<file path="src/hw/rtl/mbe_pkg.sv">
// ---------------------------------------------------------------------------
// mbe_pkg: shared types and constants for the escape-time pixel evaluator
// Fixed-point formats, queue entry type, register map and back-end states.
// ---------------------------------------------------------------------------
package mbe_pkg;

  // image and iteration limits
  localparam int IMG_WIDTH  = 1024;
  localparam int MAX_ITER   = 256;

  // field widths
  localparam int COORD_W    = 10;
  localparam int ADDR_W     = 20;
  localparam int ITER_OUT_W = 9;
  localparam int CNT_W      = $clog2(MAX_ITER + 1);

  // Q4.28 coordinates, Q8.56 products
  localparam int Q_W        = 32;
  localparam int Q_FRAC     = 28;
  localparam int PROD_W     = 2 * Q_W;
  localparam logic [PROD_W-1:0] ESC_LIMIT = PROD_W'(4) << (2 * Q_FRAC);

  // c point product width: unsigned index times signed step
  localparam int CPROD_W    = COORD_W + 1 + Q_W;

  // queue between front and back end
  localparam int QDEPTH     = 2;
  localparam int QPTR_W     = $clog2(QDEPTH);
  localparam int QCNT_W     = $clog2(QDEPTH + 1);

  // register port
  localparam int CFG_AW     = 4;
  localparam int CFG_DW     = 32;

  typedef enum logic [1:0] {
    REG_ORIGIN_RE = 2'd0,
    REG_ORIGIN_IM = 2'd1,
    REG_STEP_RE   = 2'd2,
    REG_STEP_IM   = 2'd3
  } cfg_reg_t;

  localparam logic signed [Q_W-1:0] ORIGIN_RE_RST = -32'sd536870912;
  localparam logic signed [Q_W-1:0] ORIGIN_IM_RST = -32'sd402653184;
  localparam logic signed [Q_W-1:0] STEP_RE_RST   = 32'sd786432;
  localparam logic signed [Q_W-1:0] STEP_IM_RST   = 32'sd786432;

  // one pixel job, as queued for the iteration engine
  typedef struct packed {
    logic signed [Q_W-1:0] c_re;
    logic signed [Q_W-1:0] c_im;
    logic [ADDR_W-1:0]     addr;
  } job_t;

  // queue fill state seen by both ends
  typedef struct packed {
    logic empty;
    logic full;
  } qstat_t;

  // iteration engine states
  typedef enum logic [1:0] {
    ST_IDLE,
    ST_MUL,
    ST_EVAL
  } st_t;

  // saturate a wide signed value into Q4.28
  function automatic logic signed [Q_W-1:0] sat_q(input logic signed [PROD_W-1:0] v);
    if (v[PROD_W-1:Q_W-1] == '0 || v[PROD_W-1:Q_W-1] == '1) begin
      return v[Q_W-1:0];
    end else if (v[PROD_W-1]) begin
      return {1'b1, {(Q_W-1){1'b0}}};
    end else begin
      return {1'b0, {(Q_W-1){1'b1}}};
    end
  endfunction

endpackage

</file>
<file path="src/hw/rtl/mbe_queue.sv">
// ---------------------------------------------------------------------------
// mbe_queue: job queue
// Small register queue that lets the set-up stage run ahead of the engine.
// ---------------------------------------------------------------------------
module mbe_queue (
  input  logic            clk,
  input  logic            rst_n,
  input  logic            push,
  input  mbe_pkg::job_t   push_job,
  input  logic            pop,
  output mbe_pkg::job_t   head_job,
  output mbe_pkg::qstat_t stat
);

  mbe_pkg::job_t               ent_r [mbe_pkg::QDEPTH];
  logic [mbe_pkg::QPTR_W-1:0]  wr_ptr_r;
  logic [mbe_pkg::QPTR_W-1:0]  wr_ptr_nxt;
  logic [mbe_pkg::QPTR_W-1:0]  rd_ptr_r;
  logic [mbe_pkg::QPTR_W-1:0]  rd_ptr_nxt;
  logic [mbe_pkg::QCNT_W-1:0]  cnt_r;
  logic [mbe_pkg::QCNT_W-1:0]  cnt_nxt;

  // pointer and fill update
  always_comb begin
    wr_ptr_nxt = wr_ptr_r;
    rd_ptr_nxt = rd_ptr_r;
    cnt_nxt    = cnt_r;
    if (push) begin
      wr_ptr_nxt = (wr_ptr_r == mbe_pkg::QPTR_W'(mbe_pkg::QDEPTH - 1)) ? '0 : wr_ptr_r + 1'b1;
    end
    if (pop) begin
      rd_ptr_nxt = (rd_ptr_r == mbe_pkg::QPTR_W'(mbe_pkg::QDEPTH - 1)) ? '0 : rd_ptr_r + 1'b1;
    end
    if (push && !pop) begin
      cnt_nxt = cnt_r + 1'b1;
    end else if (pop && !push) begin
      cnt_nxt = cnt_r - 1'b1;
    end
  end

  always_ff @(posedge clk) begin
    if (!rst_n) begin
      wr_ptr_r <= '0;
      rd_ptr_r <= '0;
      cnt_r    <= '0;
    end else begin
      wr_ptr_r <= wr_ptr_nxt;
      rd_ptr_r <= rd_ptr_nxt;
      cnt_r    <= cnt_nxt;
    end
  end

  // entry storage
  always_ff @(posedge clk) begin
    if (push) begin
      ent_r[wr_ptr_r] <= push_job;
    end
  end

  assign head_job   = ent_r[rd_ptr_r];
  assign stat.empty = (cnt_r == '0);
  assign stat.full  = (cnt_r == mbe_pkg::QCNT_W'(mbe_pkg::QDEPTH));

endmodule

</file>
<file path="config.mk">
export PLATFORM = sky130hd
export DESIGN_NAME = mbe_queue
export DESIGN_NICKNAME = d
export VERILOG_FILES = /design/src/hw/rtl/mbe_pkg.sv /design/src/hw/rtl/mbe_queue.sv
export SDC_FILE = /design/constraint.sdc
export NUM_CORES = 1
export LEC_CHECK = 0
export ABC_AREA = 1
export BUFFER_PORTS_ARGS = -buffer_cell sky130_fd_sc_hd__buf_2
export CORE_MARGIN = 3
export CORE_UTILIZATION = 56
export CTS_CLUSTER_DIAMETER = 30
export DETAILED_ROUTE_END_ITERATION = 8
export PLACE_DENSITY = 0.84
export SLEW_MARGIN = 20
export SYNTH_ARGS = -nofsm -noshare
export SYNTH_HDL_FRONTEND = slang
export SYNTH_SLANG_ARGS = --single-unit
</file>
<file path="constraint.sdc">
create_clock -name clk -period 9.3 [get_ports clk]
set_clock_uncertainty 0.2 [all_clocks]
set_input_delay 1.395 -clock clk [delete_from_list [all_inputs] [get_ports clk]]
set_output_delay 1.395 -clock clk [all_outputs]
set_load 0.1 [all_outputs]
</file>
* Word level (Yosys, flattened, before mapping)
Memories as Yosys holds them, arrays and structs flattened. A register that Yosys moved wholly into a read port is not among the register bits.
Index checks and enable logic that the tools add are counted.
** Word-level totals
- Bits in registers :: 4
- Memory bits (writable) :: 168
- Output and inout port bits :: 86
- Word-level logic and storage cells :: 23
- Memories kept :: 1
** Memories
- ent_r :: depth 2, width 84, read ports 1, clocked after Yosys merged registers in 1, write ports 1, RTL line mbe_queue.sv:15 : mbe_pkg::job_t ent_r [mbe_pkg::QDEPTH];
** Cells by class
- $add $sub $neg :: 4
- Eq/ne operators :: 1
- Muxes and demuxes :: 8
- Reductions and logical operators :: 6
** Operator list (count)
- 1-bit two-way mux :: 6
- 2-bit two-way mux :: 2
- 1-bit adder (second input constant) :: 2
- 2-bit by 1-bit adder with 2-bit output (second input constant) :: 1
- 2-bit == test (second input constant) :: 1
- 1-bit logical AND :: 2
- 1-bit logical NOT :: 2
- 2-bit logical NOT :: 1
- 2-bit nonzero test :: 1
- 2-bit by 1-bit subtractor with 2-bit output (second input constant) :: 1

* Longest topological paths before layout
- Depth after elaboration :: 4
- Gate-level depth with buffers :: 8
- Depth with buffers taken out :: 8

* Worst setup path after synthesis
No wires, ideal clock.
- Kind :: input to register
- Start :: in push
- End :: mem ent_r[0][0] (netlist bit) (enable)
- Setup time :: 0.529 ns
- Arrival time :: 4.953 ns
- Required time :: 8.571 ns
- Slack :: 3.617 ns
- Cell stages on the path :: 2
- Path buffers :: 0
- Cells stage by stage :: inv_1 nor2_1
** On the way
- Word-level cells in the longest chain between the ends :: 2
** RTL lines
- start, declared :: RTL line mbe_queue.sv:8 : input logic push,
- 1-bit two-way mux :: RTL line mbe_queue.sv:55 : if (push) begin
- 1-bit two-way mux (implied by the code) :: RTL line mbe_queue.sv:56 : ent_r[wr_ptr_r] <= push_job;
- end, declared :: RTL line mbe_queue.sv:15
Every way passes these cells.

==> key figures <==
Clock tree
  • CTS Root Cell: clkbuf_16
  • Clock sink count: 173
  • CTS Hold Buffers Added: 0
  • Clock Latency Late Sink: 0.41 ns
  • Post-CTS Setup Inserts: 0
  • CTS tree: built
  • H-tree depth: 4
  • Max Root-Sink Buffers: 2
  • Cts repair resizes: 0
  • Total CTS buffers: 17
  • Clock-pin slew of the registers on the worst-case setup and hold paths: 0.07 ns

Synth
  • Post-synth top area cell: edfxtp_1
  • Syn nets: 385
  • Synth top area share: 77.2%
  • Synth top area cells: edfxtp_1 77%, mux2_4 14%, mux2_2 4.1%
  • Ys Warns: 0
  • Sequential fraction of the synthesis area: 78.8%
  • Netlist cell types: 14
  • Synth Cell Area: 6530 µm²
  • Avg Inst Size Synth: 22.1 µm²
  • Cells after synthesis: 296
  • Synthesized flop and latch total: 173

Place
  • Dpl cell area: 7520 µm²
  • Placer Congestion: 0.692
  • Dpl ws: 5.45 ns
  • Dpl hpwl: 7660 µm
  • PortBufs: 173

Layout
  • Design area: 8090 µm²
  • Diode count: 0
  • Share of cells above drive strength 1: 59.0%
  • Layout Utilization: 72.8%
  • Most common cell after layout, fill and taps aside: buf_2
  • Final net count: 571
  • Area Overhead vs Synth: 23.9%
  • Most frequent cells in the layout: 173 x buf_2, 168 x edfxtp_1, 60 x mux2_4, 24 x mux2_2, 17 x clkbuf_16

Floorplan
  • DIE AREA: 13000 µm²
  • Die Ht: 114 µm
  • I/O Pins: 174
  • Starting density of the core: 58.7%
  • Die X: 114 µm
  • Area of the core: 11100 µm²
  • Rows: 38

Pwr
  • Sw frac: 30.6%
  • Total internal power: 1.38 mW
  • Clock network fraction of design power: 33.9%
  • Seq pwr share: 46.1%
  • Comb pwr share: 20.1%
  • P_sw: 0.611 mW
  • Power Dens Cells: 246 nW/µm²
  • Leakage: 3.23 nW
  • Max VDD drop: 0.000154 V

Routing
  • Vias per std cell: 5.17
  • DRC: 0
  • Vias: 3285
  • DR WL/cell: 17.8 µm
  • Final wirelength: 11300 µm
  • Remaining antenna violation count: 0
  • Initial drt markers: 201
  • DRT Pass-1 Iters: 4

Critical path
  • Required @ worst endpoint: 7.71 ns
  • Critical path, cell by cell: buf_4 > mux2_4 > buf_2
  • CP max-delay cell: buf_4
  • Max stage delay on crit path: 0.77 ns
  • Critical path class: flip-flop to output pin
  • Max Fanout on Critical Path: 48
  • CP endpoint kind: output pin
  • Startpoint class of the critical path: flip-flop
  • Critical Path AT: 2.68 ns

Timing
  • Relative slew slack: 42.3%
  • Max-slew violations: 0
  • Unrepaired setup endpoints after global routing: no
  • Final count of negative-setup-slack endpoints: 0
  • Final WS setup: 5.03 ns
  • Final min period: 4.27 ns
  • Fin crit share: 46.0%
  • Fmax: 234 MHz
  • Setup_tns: 0 ns
  • Final-report hold violation count: 0
  • Slew @ Worst Pin: 0.865 ns

GRT
  • Global-route wire length before repair: 16800 µm
  • Grt ovf: 0
  • Vias in the first global route: 3270
  • Antenna violations before repair: 0
  • Largest net degree at the start of global routing: 66
  • GRT Total Usage: 17.5%

Run
  • Max Cap Viol: 0

Status
  • Status: completed

Hold path
  • Worst Hold Class: flip-flop to flip-flop
## synth_stat cells, drive strengths merged
| library cell | count |
|---|---|
| mux2 | 84 |
| nand2 | 8 |
| inv | 8 |
| nand3 | 1 |
| dfxtp | 5 |
| buf | 9 |
| edfxtp | 168 |
| nand4 | 1 |
| nor2 | 9 |
| a21oi | 1 |
| o21ai | 1 |
| ha | 1 |
## critical path, delay by kind of cell, from the launching register on
family,cells,cell delay [ns]
buf+inv,2,1.20
flops,1,0.72
mux,1,0.30
## flip-flops by register name, indices dropped and copies added, names as in the netlist, named ones only
register	count
cnt_r	2
ent_r	168
rd_ptr_r	1
wr_ptr_r	1
## power groups by stage
stage | sequential, mW | combinational [mW] | clock [mW]
after floorplan | 0.930 | 0.346 | 0
after global placement | 0.932 | 0.398 | 0
after detailed placement | 0.936 | 0.402 | 0
after CTS | 0.919 | 0.403 | 0.691
after global routing | 0.922 | 0.413 | 0.724
final | 0.919 | 0.400 | 0.675
## worst paths after layout
check | to | cells after the start | slack, ns | start
hold / removal | flip-flop | 2 | 0.32 | rd_ptr_r
hold reg to reg | flip-flop | 2 | 0.32 | rd_ptr_r
setup / recovery | head_job[44] | 3 | 5.03 | flip-flop
setup reg to reg | ent_r[0][76] | 2 | 7.06 | wr_ptr_r
## stage by stage
step | instances | hold WS, ns | power (mW)
2_1_floorplan | 296 | 0.263 | 1.28
3_3_place_gp | 603 | 0.273 | 1.33
3_5_place_dp | 603 | 0.302 | 1.34
4_1_cts | 635 | 0.317 | 2.01
5_1_grt | 635 | 0.339 | 2.06
6_report | 635 | 0.315 | 1.99
## layer usage
metal,share of wire [%],GRT usage [%],vias to the layer above,wire [µm]
met5,0,0,-,0
met4,1.4,6.73,0,153
met3,9.3,6.53,12,1050
met2,49,28.1,153,5570
met1,40,21.9,1594,4550
li1,-,-,1526,-
## layout make-up
class	instances	area, µm²
Timing Repair Buffer	176	888
Fill cell	688	3030
Multi-Input combinational cell	106	1280
Clock buffer	18	429
Clock inverter	14	145
Sequential cell	173	5150
Inverter	8	31.3
Tap cell	140	175
## cell families (layout without fill, tap and decap cells)
| family | Yosys count | after routing | share of synthesized area, % |
|---|---|---|---|
| AO/OA/AOI/OAI | 2 | 2 | 0.153 |
| adder cells (fa/ha/maj) | 1 | 1 | 0.192 |
| buffers and inverters | 17 | 216 | 1.82 |
| flip-flops | 173 | 173 | 78.8 |
| multiplexers | 84 | 84 | 17.9 |
| AND/OR/NAND/NOR | 19 | 19 | 1.15 |
(Power assumes the default switching activity.)
