--- src/hw/rtl/mbe_pkg.sv ---
// ---------------------------------------------------------------------------
// mbe_pkg: shared types and constants for the escape-time pixel evaluator
// Fixed-point formats, queue entry type, register map and back-end states.
// ---------------------------------------------------------------------------
package mbe_pkg;

  // image and iteration limits
  localparam int IMG_WIDTH  = 1024;
  localparam int MAX_ITER   = 256;

  // field widths
  localparam int COORD_W    = 10;
  localparam int ADDR_W     = 20;
  localparam int ITER_OUT_W = 9;
  localparam int CNT_W      = $clog2(MAX_ITER + 1);

  // Q4.28 coordinates, Q8.56 products
  localparam int Q_W        = 32;
  localparam int Q_FRAC     = 28;
  localparam int PROD_W     = 2 * Q_W;
  localparam logic [PROD_W-1:0] ESC_LIMIT = PROD_W'(4) << (2 * Q_FRAC);

  // c point product width: unsigned index times signed step
  localparam int CPROD_W    = COORD_W + 1 + Q_W;

  // queue between front and back end
  localparam int QDEPTH     = 2;
  localparam int QPTR_W     = $clog2(QDEPTH);
  localparam int QCNT_W     = $clog2(QDEPTH + 1);

  // register port
  localparam int CFG_AW     = 4;
  localparam int CFG_DW     = 32;

  typedef enum logic [1:0] {
    REG_ORIGIN_RE = 2'd0,
    REG_ORIGIN_IM = 2'd1,
    REG_STEP_RE   = 2'd2,
    REG_STEP_IM   = 2'd3
  } cfg_reg_t;

  localparam logic signed [Q_W-1:0] ORIGIN_RE_RST = -32'sd536870912;
  localparam logic signed [Q_W-1:0] ORIGIN_IM_RST = -32'sd402653184;
  localparam logic signed [Q_W-1:0] STEP_RE_RST   = 32'sd786432;
  localparam logic signed [Q_W-1:0] STEP_IM_RST   = 32'sd786432;

  // one pixel job, as queued for the iteration engine
  typedef struct packed {
    logic signed [Q_W-1:0] c_re;
    logic signed [Q_W-1:0] c_im;
    logic [ADDR_W-1:0]     addr;
  } job_t;

  // queue fill state seen by both ends
  typedef struct packed {
    logic empty;
    logic full;
  } qstat_t;

  // iteration engine states
  typedef enum logic [1:0] {
    ST_IDLE,
    ST_MUL,
    ST_EVAL
  } st_t;

  // saturate a wide signed value into Q4.28
  function automatic logic signed [Q_W-1:0] sat_q(input logic signed [PROD_W-1:0] v);
    if (v[PROD_W-1:Q_W-1] == '0 || v[PROD_W-1:Q_W-1] == '1) begin
      return v[Q_W-1:0];
    end else if (v[PROD_W-1]) begin
      return {1'b1, {(Q_W-1){1'b0}}};
    end else begin
      return {1'b0, {(Q_W-1){1'b1}}};
    end
  endfunction

endpackage

--- src/hw/rtl/mbe_front.sv ---
// ---------------------------------------------------------------------------
// mbe_front: register file and pixel set-up
// Holds the view registers, maps a pixel index to its point c and address,
// and pushes the job into the queue on each input transfer.
// ---------------------------------------------------------------------------
module mbe_front (
  input  logic                              clk,
  input  logic                              rst_n,
  // register port
  input  logic                              cfg_psel,
  input  logic                              cfg_penable,
  input  logic                              cfg_pwrite,
  input  logic [mbe_pkg::CFG_AW-1:0]        cfg_paddr,
  input  logic [mbe_pkg::CFG_DW-1:0]        cfg_pwdata,
  output logic [mbe_pkg::CFG_DW-1:0]        cfg_prdata,
  output logic                              cfg_pready,
  // pixel input
  input  logic                              in_valid,
  output logic                              in_stall,
  input  logic [mbe_pkg::COORD_W-1:0]       in_column,
  input  logic [mbe_pkg::COORD_W-1:0]       in_row,
  // queue side
  input  mbe_pkg::qstat_t                   q_stat,
  output logic                              q_push,
  output mbe_pkg::job_t                     q_job
);

  logic signed [mbe_pkg::Q_W-1:0]     origin_re_r;
  logic signed [mbe_pkg::Q_W-1:0]     origin_im_r;
  logic signed [mbe_pkg::Q_W-1:0]     step_re_r;
  logic signed [mbe_pkg::Q_W-1:0]     step_im_r;
  logic                               wr_en;
  mbe_pkg::cfg_reg_t                  reg_sel;
  logic signed [mbe_pkg::CPROD_W-1:0] re_prod;
  logic signed [mbe_pkg::CPROD_W-1:0] im_prod;
  logic signed [mbe_pkg::PROD_W-1:0]  re_sum;
  logic signed [mbe_pkg::PROD_W-1:0]  im_sum;

  // register decode
  assign cfg_pready = 1'b1;
  assign wr_en      = cfg_psel && cfg_penable && cfg_pwrite;
  assign reg_sel    = mbe_pkg::cfg_reg_t'(cfg_paddr[3:2]);

  // view registers
  always_ff @(posedge clk) begin
    if (!rst_n) begin
      origin_re_r <= mbe_pkg::ORIGIN_RE_RST;
      origin_im_r <= mbe_pkg::ORIGIN_IM_RST;
      step_re_r   <= mbe_pkg::STEP_RE_RST;
      step_im_r   <= mbe_pkg::STEP_IM_RST;
    end else if (wr_en) begin
      case (reg_sel)
        mbe_pkg::REG_ORIGIN_RE: origin_re_r <= signed'(cfg_pwdata);
        mbe_pkg::REG_ORIGIN_IM: origin_im_r <= signed'(cfg_pwdata);
        mbe_pkg::REG_STEP_RE:   step_re_r   <= signed'(cfg_pwdata);
        mbe_pkg::REG_STEP_IM:   step_im_r   <= signed'(cfg_pwdata);
        default: ;
      endcase
    end
  end

  // read back
  always_comb begin
    case (reg_sel)
      mbe_pkg::REG_ORIGIN_RE: cfg_prdata = origin_re_r;
      mbe_pkg::REG_ORIGIN_IM: cfg_prdata = origin_im_r;
      mbe_pkg::REG_STEP_RE:   cfg_prdata = step_re_r;
      mbe_pkg::REG_STEP_IM:   cfg_prdata = step_im_r;
      default:                cfg_prdata = '0;
    endcase
  end

  // point c = origin + index * step, exact then saturated
  assign re_prod = $signed({1'b0, in_column}) * step_re_r;
  assign im_prod = $signed({1'b0, in_row}) * step_im_r;
  assign re_sum  = mbe_pkg::PROD_W'(re_prod) + mbe_pkg::PROD_W'(origin_re_r);
  assign im_sum  = mbe_pkg::PROD_W'(im_prod) + mbe_pkg::PROD_W'(origin_im_r);

  // job out to the queue
  assign in_stall   = q_stat.full;
  assign q_push     = in_valid && !q_stat.full;
  assign q_job.c_re = mbe_pkg::sat_q(re_sum);
  assign q_job.c_im = mbe_pkg::sat_q(im_sum);
  assign q_job.addr = mbe_pkg::ADDR_W'(mbe_pkg::ADDR_W'(in_row) *
                      mbe_pkg::ADDR_W'(mbe_pkg::IMG_WIDTH) +
                      mbe_pkg::ADDR_W'(in_column));

endmodule

--- config.mk ---
export PLATFORM = sky130hd
export DESIGN_NAME = mbe_front
export DESIGN_NICKNAME = d
export VERILOG_FILES = /design/src/hw/rtl/mbe_pkg.sv /design/src/hw/rtl/mbe_front.sv
export SDC_FILE = /design/constraint.sdc
export NUM_CORES = 2
export LEC_CHECK = 0
export ABC_CLOCK_PERIOD_IN_PS = 7720
export BUFFER_PORTS_ARGS = -buffer_cell sky130_fd_sc_hd__buf_2
export CAP_MARGIN = 5
export CORE_UTILIZATION = 31
export CTS_CLUSTER_DIAMETER = 50
export DETAILED_ROUTE_END_ITERATION = 10
export GPL_TIMING_DRIVEN = 0
export PLACE_DENSITY = 0.45
export RECOVER_POWER = 25
export SLEW_MARGIN = 10
export SYNTH_ARGS = -nofsm -noshare
export SYNTH_HDL_FRONTEND = slang
export SYNTH_SLANG_ARGS = --single-unit
--- constraint.sdc ---
create_clock -name clk -period 7.72 [get_ports clk]
set_clock_uncertainty 0.15 [all_clocks]
set_input_delay 1.158 -clock clk [delete_from_list [all_inputs] [get_ports clk]]
set_output_delay 1.158 -clock clk [all_outputs]
set_load 0.05 [all_outputs]
[Yosys cells after proc, flatten, opt, wreduce, memory -nomap -nowiden]
Cells that the tools add are included.
Storage, ports and cells
  bits of input ports: 64
  register bits after elaboration: 128
  logic and storage cells: 32
Cells by class
  equal/unequal tests: 5
  $mul: 2
  add/sub/neg operators: 3
  reduce and logical (&&, ||, !) cells: 13
  mux-type cells: 5
Operator list (count)
  2-to-1 mux 32 bit: 4
  case mux 32 bit (4 select lines): 1
  adder 43 x 32 -> 44 bit: 2
  multiplier 11 x 32 -> 43 bit: 2
  == test 33 bit, second input constant: 2
  zero test 33 bit: 2
  adder 20 x 10 -> 20 bit: 1
  AND reduction 2 bit: 4
  == test 2 bit, second input constant: 2
  logical AND 1 bit: 3
  == test 2 x 1 -> 1 bit, second input constant: 1
  zero test 2 bit: 1
  logical OR 1 bit: 2
  zero test 1 bit: 1

[Depth between registers and ports, before layout]
  depth in word-level cells: 5
  mapped depth: 26
  gate-level depth less buffers: 23

[Least setup slack after synthesis]
Ideal clock, no wire load.
  path type: input to output
  start: input in_row[5] (netlist name)
  end: output q_job[20] (netlist name)
  path slack: -1.113 ns
  stages: 23
  arrival time: 7.525 ns
  data required time: 6.412 ns
  buffers on the path: 2
  cells stage by stage: clkbuf_1 > nand2_1 > fa_1 > inv_1 > fa_1 > fa_1 > fa_1 > inv_1 > fa_1 > inv_1 > ha_1 > a211oi_1 > o211ai_1 > a21boi_1 > o211ai_2 > nor3_1 > o21ai_1 > a21oi_2 > nor2_1 > a311oi_2 > o41ai_4 > buf_6 > a21o_1
RTL lines
  start: declaration: line mbe_front.sv:21  | input logic [mbe_pkg::COORD_W-1:0] in_row,
  end: declaration: line mbe_front.sv:25  | output mbe_pkg::job_t q_job

==> impl_metrics.toml <==
[run_status]
status = "finished, violations left"
violations = "negative setup slack"

[grt]
grt_pass1_vias = 26648
grt_overflow = 0
grt_pass1_wl_mm = 163
grt_max_degree = 17
grt_use_total = 0.211
antenna_found_initial = 23

[worst_setup_path]
critPathBufInv = 9
endpoint_kind = "output pin"
cp_max_fo = 10
slowest_stage = "fa_1"
arrival_ns = 7.41
cpMostUsedCell = "fa_1"
worstSetupStartpointType = "input pin"
crit_required_ns = 6.41
max_stage_delay_ns = 0.58
crit_type = "in2out"
path_delay_family = "adder cells"

[sta]
hold_viol = 0
maxSlewViolCount = 0
maxSlewHeadroom = 0.276
rsz0062_at_grt = "true"
finalSetupViolCount = 64
clock.fmax_mhz = 115
whs_ns = 0.333
setup_ws_ns = -1.00
fin_crit_sh = 1.13
tightest_slew_ns = 1.09
tns_ns = -58.79
period_minus_slack_ns = 8.72

[synthesis]
synth_common_cells = "822 x inv_1, 804 x nand2_1, 616 x fa_1"
synth_area_leaders = "fa_1 40%, inv_1 10%, nand2_1 9.8%"
synth_cells = 3703
ys_ff_latch = 128
synth-seq-area-share = 0.0829
synthMostInstantiatedCell = "inv_1"
ys.flop_type = "dfxtp_1"
synth.top_cell.area_share = 0.399
yosys_warnings = 0
async_flop_share = 0
synth_cell_types = 82
synth.net_count = 4573
synth-edff-count = 0
synth_area_um2 = 30900
synth_top_area_cell = "fa_1"
postSynthAreaPerCell_um2 = 8.34

[place]
gp_congestion = 0.862
hpwl_mm = 90.3
dpl.cell_count = 5167
port_buffers = 177
post-place-ws_ns = -2.56

[clocking]
cts_buffer_depth = 2
cts.clk_slew.worst_paths_ns = 0.06
holdBufCountCts = 0
clk-insertion-delay-late_ns = 0.43
h-tree-depth = 4
cts_tree = "done"
cts.sink_count = 128
cts_buffers = 17
cts_root_buffer = "clkbuf_16"

[floorplanning]
die_w_um = 318
start_util = 0.313
die_height_um = 318
coreArea_um2 = 98600
rows = 115
die_area_um2 = 101000
ios = 183

[route]
wire_per_inst_um = 19.7
wl_mm = 105
drc = 0
first_pass_iters = 5
drt-vias-per-instance = 4.65
num_vias = 24769
first_iter_violations = 1080
drt.antenna.violating_nets = 0

[cells_and_area]
nets = 4895
drive_gt1_frac = 0.204
synthToLayoutAreaGrowth_pct = 26.4
layoutNonFillerInstCount = 5328

[power_and_ir_drop]
total_power_w = 0.00678
leakagePower_nw = 18.3
power.density_nw_per_um2 = 174
vdd_drop_max_uv = 374

[worst_hold_path]
holdCritPathClass = "reg2reg"

[flow_run]
cap_violations = 0
## path summary, 6_finish.rpt
| check | from | endpoint | slack, ns | depth (start not counted) |
|---|---|---|---|---|
| setup / recovery | in_column[1] | q_job[60] | -1.00 | 26 |
| hold / removal | origin_re_r[16] | origin_re_r[16] | 0.33 | 2 |
| setup reg to reg | step_im_r[31] | step_im_r[31] | 6.34 | 3 |
| hold reg to reg | origin_re_r[16] | origin_re_r[16] | 0.33 | 2 |
## timing repair
item / 4_1_cts / 5_1_grt
pin swaps: 99 / 102
setup buffers: 78 / 46
setup endpoints to repair: 64 / 64
gates cloned: 14 / 6
resized for setup: 533 / 149
## cell type report
cell class / count / area, µm²
clock buffers: 19 / 443
multi-input cells: 2521 / 26200
plain buffers: 217 / 1880
diodes: 3 / 7.51
inverters: 822 / 3090
well taps: 1287 / 1610
flip-flops and latches: 128 / 2560
repair buffers: 318 / 3060
clock inverters: 13 / 210
fillers: 10072 / 59500
## state kept, by name, summed over array words and instances (netlist names)
name,flops
origin_im_r,32
step_re_r,32
step_im_r,32
origin_re_r,32
## power by group
group          switching, W  internal, W
clock network      0.000319     0.000582
registers        0.00000981     0.000670
logic               0.00291      0.00229
## metrics by stage
step	cell area [µm²]	util
2_1_floorplan	32000	-
3_3_place_gp	34500	0.350
3_5_place_dp	34500	0.350
4_1_cts	38200	0.388
5_1_grt	39000	0.396
6_report	39100	0.396
## cells by family (layout without fill, tap and decap cells)
logic type / after synthesis / after routing / share of synthesized area
AO/OA/AOI/OAI: 451 / 451 / 0.0990
multiplexers: 34 / 34 / 0.0240
buffers and inverters: 1054 / 1389 / 0.132
other: 1 / 4 / 0.000121
XOR/XNOR: 82 / 82 / 0.0232
flip-flops: 128 / 128 / 0.0829
adder cells (fa/ha/maj): 806 / 806 / 0.476
AND/OR/NAND/NOR: 1147 / 1147 / 0.162
## layout by cell type (no fill, tap or decap), types with 12 or more instances in the layout
master	instances
xnor2_1	44
a21oi_2	28
buf_2	90
nand2_1	767
clkbuf_1	106
and2_1	168
nand2_2	29
clkbuf_4	12
a21o_1	18
buf_4	126
ha_2	17
inv_2	28
buf_6	45
mux4_2	32
a21boi_0	119
ha_4	33
fa_1	584
o21ai_0	36
clkbuf_8	23
buf_12	26
buf_8	47
dfxtp_1	128
nor2_1	53
o21ai_1	14
nand4_1	15
ha_1	140
xor2_1	30
clkbuf_2	23
inv_1	794
a21o_4	32
nand3_1	22
a21oi_1	58
fa_2	32
clkbuf_16	47
o211ai_1	14
o21ai_4	31
## worst min-delay path, delay by kind of cell (launching register included)
kind / cells / cell delay (ns)
compound gates: 1 / 0.06
simple gates: 1 / 0.05
flops: 1 / 0.32
## routing by layer
| metal | part of all wire | up-vias | GRT usage |
|---|---|---|---|
| li1 | - | 11747 | - |
| met1 | 0.44 | 12380 | 0.276 |
| met2 | 0.49 | 492 | 0.362 |
| met3 | 0.037 | 128 | 0.0237 |
| met4 | 0.029 | 22 | 0.0661 |
| met5 | 0.0014 | - | 0 |
(Power assumes the default switching activity.)
